--- src/dtlq_pkg.sv ---
// ----------------------------------------------------------------------------
// Drop-tail link queue package
// Widths, payload structs, control structs, the sequencer state type and helper functions.
// ----------------------------------------------------------------------------
`timescale 1ns / 1ps

package dtlq_pkg;

    localparam int QUEUE_DEPTH = 64;
    localparam int PTR_W       = $clog2(QUEUE_DEPTH);
    localparam int FILL_W      = $clog2(QUEUE_DEPTH + 1);
    localparam int LIMIT_W     = 7;
    localparam int CMP_W       = (FILL_W > LIMIT_W) ? FILL_W : LIMIT_W;

    localparam int TIME_W  = 48;
    localparam int BYTES_W = 16;
    localparam int BTIME_W = 16;
    localparam int PROD_W  = BYTES_W + BTIME_W;
    localparam int CNT_W   = 32;
    localparam int SUM_W   = 56;
    localparam int OCC_W   = 7;
    localparam int SLOT_W  = TIME_W + BYTES_W;

    localparam int CFG_IDX_W  = 2;
    localparam int CFG_DATA_W = 16;
    localparam logic [CFG_IDX_W-1:0] CFG_QUEUE_LIMIT = 2'd0;
    localparam logic [CFG_IDX_W-1:0] CFG_BYTE_TIME   = 2'd1;

    localparam logic [LIMIT_W-1:0] LIMIT_RESET = 7'd64;
    localparam logic [BTIME_W-1:0] BTIME_RESET = 16'd1333;

    localparam logic OP_ARRIVAL = 1'b0;
    localparam logic OP_FLUSH   = 1'b1;

    typedef struct packed {
        logic               operation;
        logic [TIME_W-1:0]  arrival_time;
        logic [BYTES_W-1:0] packet_bytes;
    } in_item_t;

    typedef struct packed {
        logic               dropped;
        logic [OCC_W-1:0]   occupancy;
        logic [CNT_W-1:0]   arrivals_total;
        logic [CNT_W-1:0]   delivered_total;
        logic [CNT_W-1:0]   lost_total;
        logic [SUM_W-1:0]   delay_sum;
        logic [TIME_W-1:0]  server_free_time;
    } out_item_t;

    typedef struct packed {
        logic [TIME_W-1:0]  arrival;
        logic [BYTES_W-1:0] bytes;
    } slot_t;

    typedef enum logic [2:0] {
        ST_IDLE,
        ST_READ,
        ST_EVAL,
        ST_SERVE,
        ST_ENQ,
        ST_FINISH
    } state_t;

    // Sequencer to datapath.
    typedef struct packed {
        logic busy;
        logic accept;
        logic ram_read;
        logic serve_latch;
        logic serve_commit;
        logic enqueue;
        logic load_out;
    } ctrl_t;

    // Datapath to sequencer.
    typedef struct packed {
        logic in_valid;
        logic fill_zero;
        logic flush;
        logic phase;
        logic can_serve;
        logic out_free;
    } status_t;

    function automatic logic [PTR_W-1:0] ptr_inc(input logic [PTR_W-1:0] ptr);
        logic [PTR_W-1:0] res;
        if (ptr == PTR_W'(QUEUE_DEPTH - 1))
            res = '0;
        else
            res = ptr + PTR_W'(1);
        return res;
    endfunction

    function automatic logic [CNT_W-1:0] sat_inc(input logic [CNT_W-1:0] v);
        logic [CNT_W-1:0] res;
        if (v == '1)
            res = v;
        else
            res = v + CNT_W'(1);
        return res;
    endfunction

endpackage

--- src/dtlq_ctrl.sv ---
// ----------------------------------------------------------------------------
// Drop-tail link queue sequencer
// Walks one item through read, evaluate, serve, enqueue and finish steps.
// ----------------------------------------------------------------------------
`timescale 1ns / 1ps

module dtlq_ctrl
    import dtlq_pkg::*;
(
    input  logic    clk,
    input  logic    rst_n,
    input  status_t status,
    output ctrl_t   ctrl
);

    state_t state_reg;
    state_t state_next;

    always_ff @(posedge clk or negedge rst_n)
    begin
        if (!rst_n)
        begin
            state_reg <= ST_IDLE;
        end
        else
        begin
            state_reg <= state_next;
        end
    end

    always_comb
    begin
        state_next = state_reg;
        unique case (state_reg)
            ST_IDLE:
            begin
                if (status.in_valid)
                    state_next = ST_READ;
            end
            ST_READ:
            begin
                if (!status.fill_zero)
                    state_next = ST_EVAL;
                else if (!status.flush && !status.phase)
                    state_next = ST_ENQ;
                else
                    state_next = ST_FINISH;
            end
            ST_EVAL:
            begin
                if (status.can_serve)
                    state_next = ST_SERVE;
                else if (!status.flush && !status.phase)
                    state_next = ST_ENQ;
                else
                    state_next = ST_FINISH;
            end
            ST_SERVE:
            begin
                state_next = ST_READ;
            end
            ST_ENQ:
            begin
                state_next = ST_READ;
            end
            ST_FINISH:
            begin
                if (status.out_free)
                    state_next = ST_IDLE;
            end
            default:
            begin
                state_next = ST_IDLE;
            end
        endcase
    end

    always_comb
    begin
        ctrl = '0;
        ctrl.busy = (state_reg != ST_IDLE);
        unique case (state_reg)
            ST_IDLE:   ctrl.accept       = status.in_valid;
            ST_READ:   ctrl.ram_read     = !status.fill_zero;
            ST_EVAL:   ctrl.serve_latch  = status.can_serve;
            ST_SERVE:  ctrl.serve_commit = 1'b1;
            ST_ENQ:    ctrl.enqueue      = 1'b1;
            ST_FINISH: ctrl.load_out     = status.out_free;
            default:   ctrl.busy         = 1'b1;
        endcase
    end

endmodule

--- config.mk ---
export PLATFORM = sky130hd
export DESIGN_NAME = dtlq_ctrl
export DESIGN_NICKNAME = d
export VERILOG_FILES = /design/src/dtlq_pkg.sv /design/src/dtlq_ctrl.sv
export SDC_FILE = /design/constraint.sdc
export NUM_CORES = 1
export LEC_CHECK = 0
export ABC_AREA = 0
export BUFFER_PORTS_ARGS = -buffer_cell sky130_fd_sc_hd__buf_2
export CAP_MARGIN = 25
export CELL_PAD_IN_SITES_DETAIL_PLACEMENT = 0
export CELL_PAD_IN_SITES_GLOBAL_PLACEMENT = 1
export CORE_AREA = 2 2 39 41
export CTS_BUF_LIST = sky130_fd_sc_hd__clkbuf_16
export CTS_CLUSTER_DIAMETER = 80
export DETAILED_ROUTE_END_ITERATION = 10
export DIE_AREA = 0 0 41 43
export GPL_ROUTABILITY_DRIVEN = 0
export PLACE_DENSITY = 0.62
export SLEW_MARGIN = 20
export SYNTH_ARGS = -nofsm -noshare
export SYNTH_HDL_FRONTEND = slang
export SYNTH_SLANG_ARGS = --single-unit
export TNS_END_PERCENT = 1
--- constraint.sdc ---
create_clock -name clk -period 1.2 [get_ports clk]
set_clock_uncertainty 0.2 [all_clocks]
set_input_delay 0 -clock clk [delete_from_list [all_inputs] [get_ports clk]]
set_output_delay 0 -clock clk [all_outputs]
set_load 0.02 [all_outputs]
==> qor_table.md, run 1 <==
| Item | This run |
|---|---|
| # port buffers | 14 |
| Final Critical Period | 1.451 ns |
| Final Routed Wirelength | 734 µm |
| All-layer global routing usage | 10.07% |
| Largest fanout on the critical path | 6 |
| Sort of element at the end of the critical path | output pin |
| Required time of the worst setup path | 1.00 ns |
| Y dimension of the die | 43 µm |
| Number of DRC markers after the initial detailed-route iteration | 6 |
| Arrival time reported for the critical path endpoint | 1.25 ns |
| H-tree levels | 1 |
| Horiz. Die Dim | 41 µm |
| I/O pin count | 15 |
| Warnings from Yosys | 0 |
| CTS tree | built |
| Number of antenna violations at the first check in global routing | 0 |
| Most frequent cells in the layout | 9 x sky130_fd_sc_hd__buf_2, 6 x sky130_fd_sc_hd__dlygate4sd3_1, 5 x sky130_fd_sc_hd__buf_6, 5 x sky130_fd_sc_hd__buf_4 |
| Clock buffers created by TritonCTS | 3 |
| Hold slack | -0.1504 ns |
| Final Hold Viols | 2 |
| Pin count of the biggest net entering global routing | 9 |
| Flip-flop count of the largest register after layout | 3 |
| Clock tree sinks | 3 |
| Overflow after GRT | 0 |
| Max-Cap Viols | 0 |
| Post-route DRC violation count | 0 |
| Drt wl/cell | 10.49 µm |
| Placement Setup Slack | -0.1206 ns |
| Effective utilization at floorplan | 14.92% |
| Net count of the mapped netlist | 33 |
| Worst-Skew Late Latency | 0.22 ns |
| Most common library cell in the layout ignoring fill and taps | sky130_fd_sc_hd__buf_2 |
| Worst voltage drop across the vdd grid | 0.0007274 V |
| Floorplan core area | 0.001384 mm² |
| Final worst path period share | 120.9% |
| Final slew viol count | 0 |
| Via count of the first global-routing pass | 298 |
| Vias per std cell | 4.271 |
| Portion of the post-synthesis area used by sequential elements | 36.36% |
| Setup WS post-layout | -0.2507 ns |
| Cell taking the most area after synthesis | sky130_fd_sc_hd__dfrtp_1 |
| Fmax | 0.6893 GHz |
| Slew @ Worst Pin | 0.3038 ns |
| Number of vias in the routed layout | 299 |
| Cell variety after synth | 17 |
| Setup-failing EPs final | 10 |
| First-pass GRT wire length | 1179 µm |
| Row count | 14 |
| Count of hold-fix buffers inserted at cts | 6 |
| Antenna-violating nets left | 0 |
| Clk pin slew, worst setup/hold paths | 0.03 ns |
| Buffer levels on the longest clock path | 2 |
| Per-instance average area after synthesis | 8.258 µm² |
| DP HPWL | 471.7 µm |
| Post-synth design cell area | 206.4 µm² |
| Yosys reg bits | 3 |
| RSZ-0062 raised after global routing | true |
| Power density over cell area | 2653 mW/mm² |
| Class of the tightest hold or removal check | in -> reg |
| DIE AREA | 0.001763 mm² |
| Violations in the final reports | negative hold slack, negative setup slack |
| Total design power | 1.474 mW |
| Final nets | 63 |
| Run status | finished with violations |
| Post-synthesis instance total | 25 |
| Cell types with the largest area share after synthesis | sky130_fd_sc_hd__dfrtp_1 36%, sky130_fd_sc_hd__o21ai_0 7.3%, sky130_fd_sc_hd__and2_1 6.1% |
| Layout Area Growth over Synthesis | 169.1% |
| Slew headroom | 79.48% |
| Diode insertion count for antenna repair | 0 |
| Proportion of netlist area held by the largest area contributor | 36.36% |
| Total iterations of the first detailed-routing run | 4 |
| Category of the critical setup timing path | reg -> out |
| Worst Setup Start Kind | register |
| Leakage power figure | 0.2648 nW |
| Root Driver | sky130_fd_sc_hd__clkbuf_16 |
| Fraction of layout instances using a drive strength above 1 | 61.11% |
[power breakdown]
| part | total, mW | internal [mW] | leakage, nW | switching [mW] |
|---|---|---|---|---|
| combinational | 0.711 | 0.396 | 0.188 | 0.315 |
| clock | 0.518 | 0.429 | 0.0423 | 0.0891 |
| sequential | 0.244 | 0.157 | 0.0343 | 0.0872 |
[Yosys cell counts]
master	instances
sky130_fd_sc_hd__a22oi_1	1
sky130_fd_sc_hd__and2_1	2
sky130_fd_sc_hd__and2b_1	1
sky130_fd_sc_hd__and3_1	1
sky130_fd_sc_hd__and3b_1	1
sky130_fd_sc_hd__dfrtp_1	3
sky130_fd_sc_hd__inv_1	1
sky130_fd_sc_hd__nand2b_1	1
sky130_fd_sc_hd__nand3b_1	1
sky130_fd_sc_hd__nand4_1	1
sky130_fd_sc_hd__nor2_1	3
sky130_fd_sc_hd__nor2b_1	1
sky130_fd_sc_hd__nor3_1	1
sky130_fd_sc_hd__o21ai_0	3
sky130_fd_sc_hd__o41ai_1	1
sky130_fd_sc_hd__or2_1	1
sky130_fd_sc_hd__or3_1	2
[final timing paths]
path | start | end | cells past startpoint | slack [ns]
min | status[2] | state_reg[0] | 3 | -0.15
min reg2reg | state_reg[2] | state_reg[2] | 2 | 0.42
max in group asynchronous | rst_n | state_reg[1] | 3 | 0.20
max | state_reg[1] | ctrl[5] | 3 | -0.25
min in group asynchronous | rst_n | state_reg[2] | 3 | 0.44
max reg2reg | state_reg[0] | state_reg[0] | 2 | -0.12
[cells by family (layout without fill, tap and decap cells)]
family	count (synthesis)	in the layout	synth area share, %
and+or+nand+nor	16	16	46.68
AOI/OAI and AO/OA	5	5	15.15
DFF	3	3	36.36
buffers and inverters	1	30	1.816
[worst max-delay path, cell delays in order (launching register included)]
cell and delay (ns):
sky130_fd_sc_hd__dfrtp_2 0.44, sky130_fd_sc_hd__or3_4 0.39, sky130_fd_sc_hd__nor2_4 0.09, sky130_fd_sc_hd__buf_6 0.11
[area by class of cell]
cell class,instances,area [µm²]
Clock buffer,3,75.07
Clock inverter,1,3.754
Fill cell,149,828.3
Inverter,1,3.754
Multi-Input combinational cell,21,175.2
Sequential cell,3,78.83
Tap cell,16,20.02
Timing Repair Buffer,25,198.9
[layer usage]
metal / up-vias / global-route usage [%] / routed length [µm]
li1: 149 / - / -
met1: 138 / 11.04 / 289
met2: 10 / 15.63 / 385
met3: 2 / 3.665 / 46
met4: 0 / 6.000 / 13
met5: - / 0 / 0
[metrics by stage]
| step | TNS, ns | utilization, % | std cells | instance area [µm²] |
|---|---|---|---|---|
| after floorplan | -0.1887 | - | 25 | 232.7 |
| after global placement | -0.4489 | 24.95 | 58 | 345.3 |
| after detailed placement | -0.4595 | 24.95 | 58 | 345.3 |
| after CTS | -1.771 | 39.51 | 70 | 546.8 |
| after global routing | -2.156 | 40.14 | 70 | 555.5 |
| final | -1.733 | 40.14 | 70 | 555.5 |
[what timing repair did]
item                                   in CTS  in global routing
setup endpoints to repair                  10                 10
gates resized for setup                    15                  3
endpoints found under the hold margin       5                  1
pin swaps                                   1                  0
setup buffers                               2                  0
(Power assumes the default switching activity.)
==> inputs of run 2 (changes only) <==
--- a/config.mk
+++ b/config.mk
@@ -16,7 +16,8 @@
 export DETAILED_ROUTE_END_ITERATION = 10
 export DIE_AREA = 0 0 41 43
 export GPL_ROUTABILITY_DRIVEN = 0
-export PLACE_DENSITY = 0.62
+export PLACE_DENSITY = 0.51
+export SETUP_SLACK_MARGIN = 0.1
 export SLEW_MARGIN = 20
 export SYNTH_ARGS = -nofsm -noshare
 export SYNTH_HDL_FRONTEND = slang
==> run 2 against run 1 <==
Compared with the run above:
- the run still ends with negative hold slack, negative setup slack left
- clock power hardly changed
- sequential power barely moved
- sequential share of layout area is 0.37 points lower
- first-iteration DRC count down 67%
==> qor_table.md, run 2 (synthesized netlist as in run 1, its figures left out) <==
| Item | This run | Delta |
|---|---|---|
| Run status | finished with violations | unchanged |
| Violations in the final reports | negative hold slack, negative setup slack | unchanged |
| CTS tree | built | unchanged |
| Class of the tightest hold or removal check | in -> reg | unchanged |
| Vias per std cell | 4.250 | was 4.271 |
| Slew headroom | 80.02% | was 79.48% |
| Final slew viol count | 0 | unchanged |
| Largest fanout on the critical path | 8 | was 6 |
| Post-route DRC violation count | 0 | unchanged |
| Total design power | 1.515 mW | was 1.474 mW |
| Most frequent cells in the layout | 10 x sky130_fd_sc_hd__buf_2, 6 x sky130_fd_sc_hd__dlygate4sd3_1, 6 x sky130_fd_sc_hd__buf_4 | was 9 x sky130_fd_sc_hd__buf_2, 6 x sky130_fd_sc_hd__dlygate4sd3_1, 5 x sky130_fd_sc_hd__buf_6, 5 x sky130_fd_sc_hd__buf_4 |
| Multi-input logic area | 177.7 µm² | was 175.2 µm² |
| Buffer levels on the longest clock path | 2 | unchanged |
| Highest-utilization routing layer at the global route stage | met2 | unchanged |
| Sequential cell area in the final layout | 78.83 µm² | unchanged |
| Row count | 14 | unchanged |
| Fmax | 0.6892 GHz | was 0.6893 GHz |
| Final worst path period share | 120.9% | about the same |
| RSZ-0062 raised after global routing | true | unchanged |
| Total negative slack | -1.858 ns | was -1.733 ns |
| Number of antenna violations at the first check in global routing | 0 | unchanged |
| Total iterations of the first detailed-routing run | 2 | was 4 |
| Final Critical Period | 1.451 ns | about the same |
| Finished Cell Area | 570.5 µm² | was 555.5 µm² |
| Filler cell count | 142 | was 149 |
| Root Driver | sky130_fd_sc_hd__clkbuf_16 | unchanged |
| H-tree levels | 1 | unchanged |
| Setup-failing EPs final | 10 | unchanged |
| Met1 Resource Use GR | 13.31% | was 11.04% |
| Number of DRC markers after the initial detailed-route iteration | 2 | was 6 |
| Final Routed Wirelength | 839 µm | was 734 µm |
| Clock buffers created by TritonCTS | 3 | unchanged |
| Max-Cap Viols | 0 | unchanged |
| Met2 Resource Use GR | 16.88% | was 15.63% |
| Area of placed instances | 352.8 µm² | was 345.3 µm² |
| Placement Setup Slack | -0.1186 ns | was -0.1206 ns |
| All-layer global routing usage | 11.18% | was 10.07% |
| Hold slack | -0.09126 ns | was -0.1504 ns |
| Number of vias in the routed layout | 306 | was 299 |
| Arrival time reported for the critical path endpoint | 1.25 ns | about the same |
| Most common library cell in the layout ignoring fill and taps | sky130_fd_sc_hd__buf_2 | unchanged |
| DIE AREA | 0.001763 mm² | unchanged |
| Diode insertion count for antenna repair | 0 | unchanged |
| Leakage power figure | 0.2765 nW | was 0.2648 nW |
| Antenna-violating nets left | 0 | unchanged |
| Power density over cell area | 2655 mW/mm² | was 2653 mW/mm² |
| Via count of the first global-routing pass | 340 | was 298 |
| Effective utilization at floorplan | 14.92% | unchanged |
| Floorplan core area | 0.001384 mm² | unchanged |
| First-pass GRT wire length | 1324 µm | was 1179 µm |
| # port buffers | 14 | unchanged |
| Clock tree sinks | 3 | unchanged |
| Category of the critical setup timing path | reg -> out | unchanged |
| Required time of the worst setup path | 1.00 ns | about the same |
| Overflow after GRT | 0 | unchanged |
| Slew @ Worst Pin | 0.2964 ns | was 0.3038 ns |
| Flip-flop count of the largest register after layout | 3 | unchanged |
| Setup WS post-layout | -0.2509 ns | was -0.2507 ns |
| Worst-Skew Late Latency | 0.22 ns | about the same |
| DP HPWL | 526.3 µm | was 471.7 µm |
| Fraction of met3 tracks used by global routing | 3.665% | unchanged |
| Drt wl/cell | 11.65 µm | was 10.49 µm |
| Layout Area Growth over Synthesis | 176.4% | was 169.1% |
| Final nets | 65 | was 63 |
| Fraction of layout instances using a drive strength above 1 | 62.50% | was 61.11% |
| Pin count of the biggest net entering global routing | 9 | unchanged |
| Y dimension of the die | 43 µm | unchanged |
| Clk pin slew, worst setup/hold paths | 0.03 ns | about the same |
| Sort of element at the end of the critical path | output pin | unchanged |
| Worst voltage drop across the vdd grid | 0.001012 V | was 0.0007274 V |
| Final Hold Viols | 1 | was 2 |
| Worst Setup Start Kind | register | unchanged |
| Horiz. Die Dim | 41 µm | unchanged |
| I/O pin count | 15 | unchanged |
-- run 2: cell count changes in the layout (fill, tap and decap cells not counted), sizes merged --
cell  delta
buf      +2
-- run 2: per-stage QoR --
step | instances | utilization (%)
6_report | 72 | 41.23
5_1_grt | 72 | 41.23
4_1_cts | 70 | 38.34
3_5_place_dp | 59 | 25.50
3_3_place_gp | 59 | 25.50
2_1_floorplan | 25 | -
-- run 2: timing repair --
action,in CTS,in global routing
endpoints found under the hold margin,5,1
gates resized for setup,12,5
endpoints found under the setup margin,10,10
pin swaps,0,1
buffers inserted,2,1
hold buffers,5,1
-- run 2: worst max-delay path: stages, from the launching register on --
cell and delay [ns]:
sky130_fd_sc_hd__dfrtp_2 0.47, sky130_fd_sc_hd__or3_4 0.36, sky130_fd_sc_hd__nor2_4 0.09, sky130_fd_sc_hd__buf_6 0.11
-- run 2: layer usage --
layer	vias up	wire [µm]	share of wire [%]
met5	-	0	0
met4	0	14	1.7
met3	2	52	6.2
met2	16	423	50
met1	136	349	42
li1	152	-	-
-- run 2: path summary, 6_finish.rpt --
kind                         startpoint            to  slack, ns  cells after the start
max                        state_reg[0]       ctrl[5]      -0.25                      3
min                           status[2]  state_reg[0]      -0.09                      3
max reg2reg                state_reg[2]  state_reg[0]      -0.12                      4
min reg2reg                state_reg[1]  state_reg[2]       0.48                      2
max in group asynchronous         rst_n  state_reg[2]       0.19                      3
min in group asynchronous         rst_n  state_reg[1]       0.45                      3
-- run 2: final cells by class --
type                            instances  area share, %
Clock inverter                          1         0.6579
Inverter                                1         0.6579
Timing Repair Buffer                   27          37.06
Sequential cell                         3          13.82
Multi-Input combinational cell         21          31.14
Tap cell                               16          3.509
Clock buffer                            3          13.16
-- run 2: power by group --
part	switching (mW)	total, mW	internal [mW]
clock network	0.0868	0.516	0.429
logic	0.331	0.752	0.421
registers	0.0902	0.247	0.157
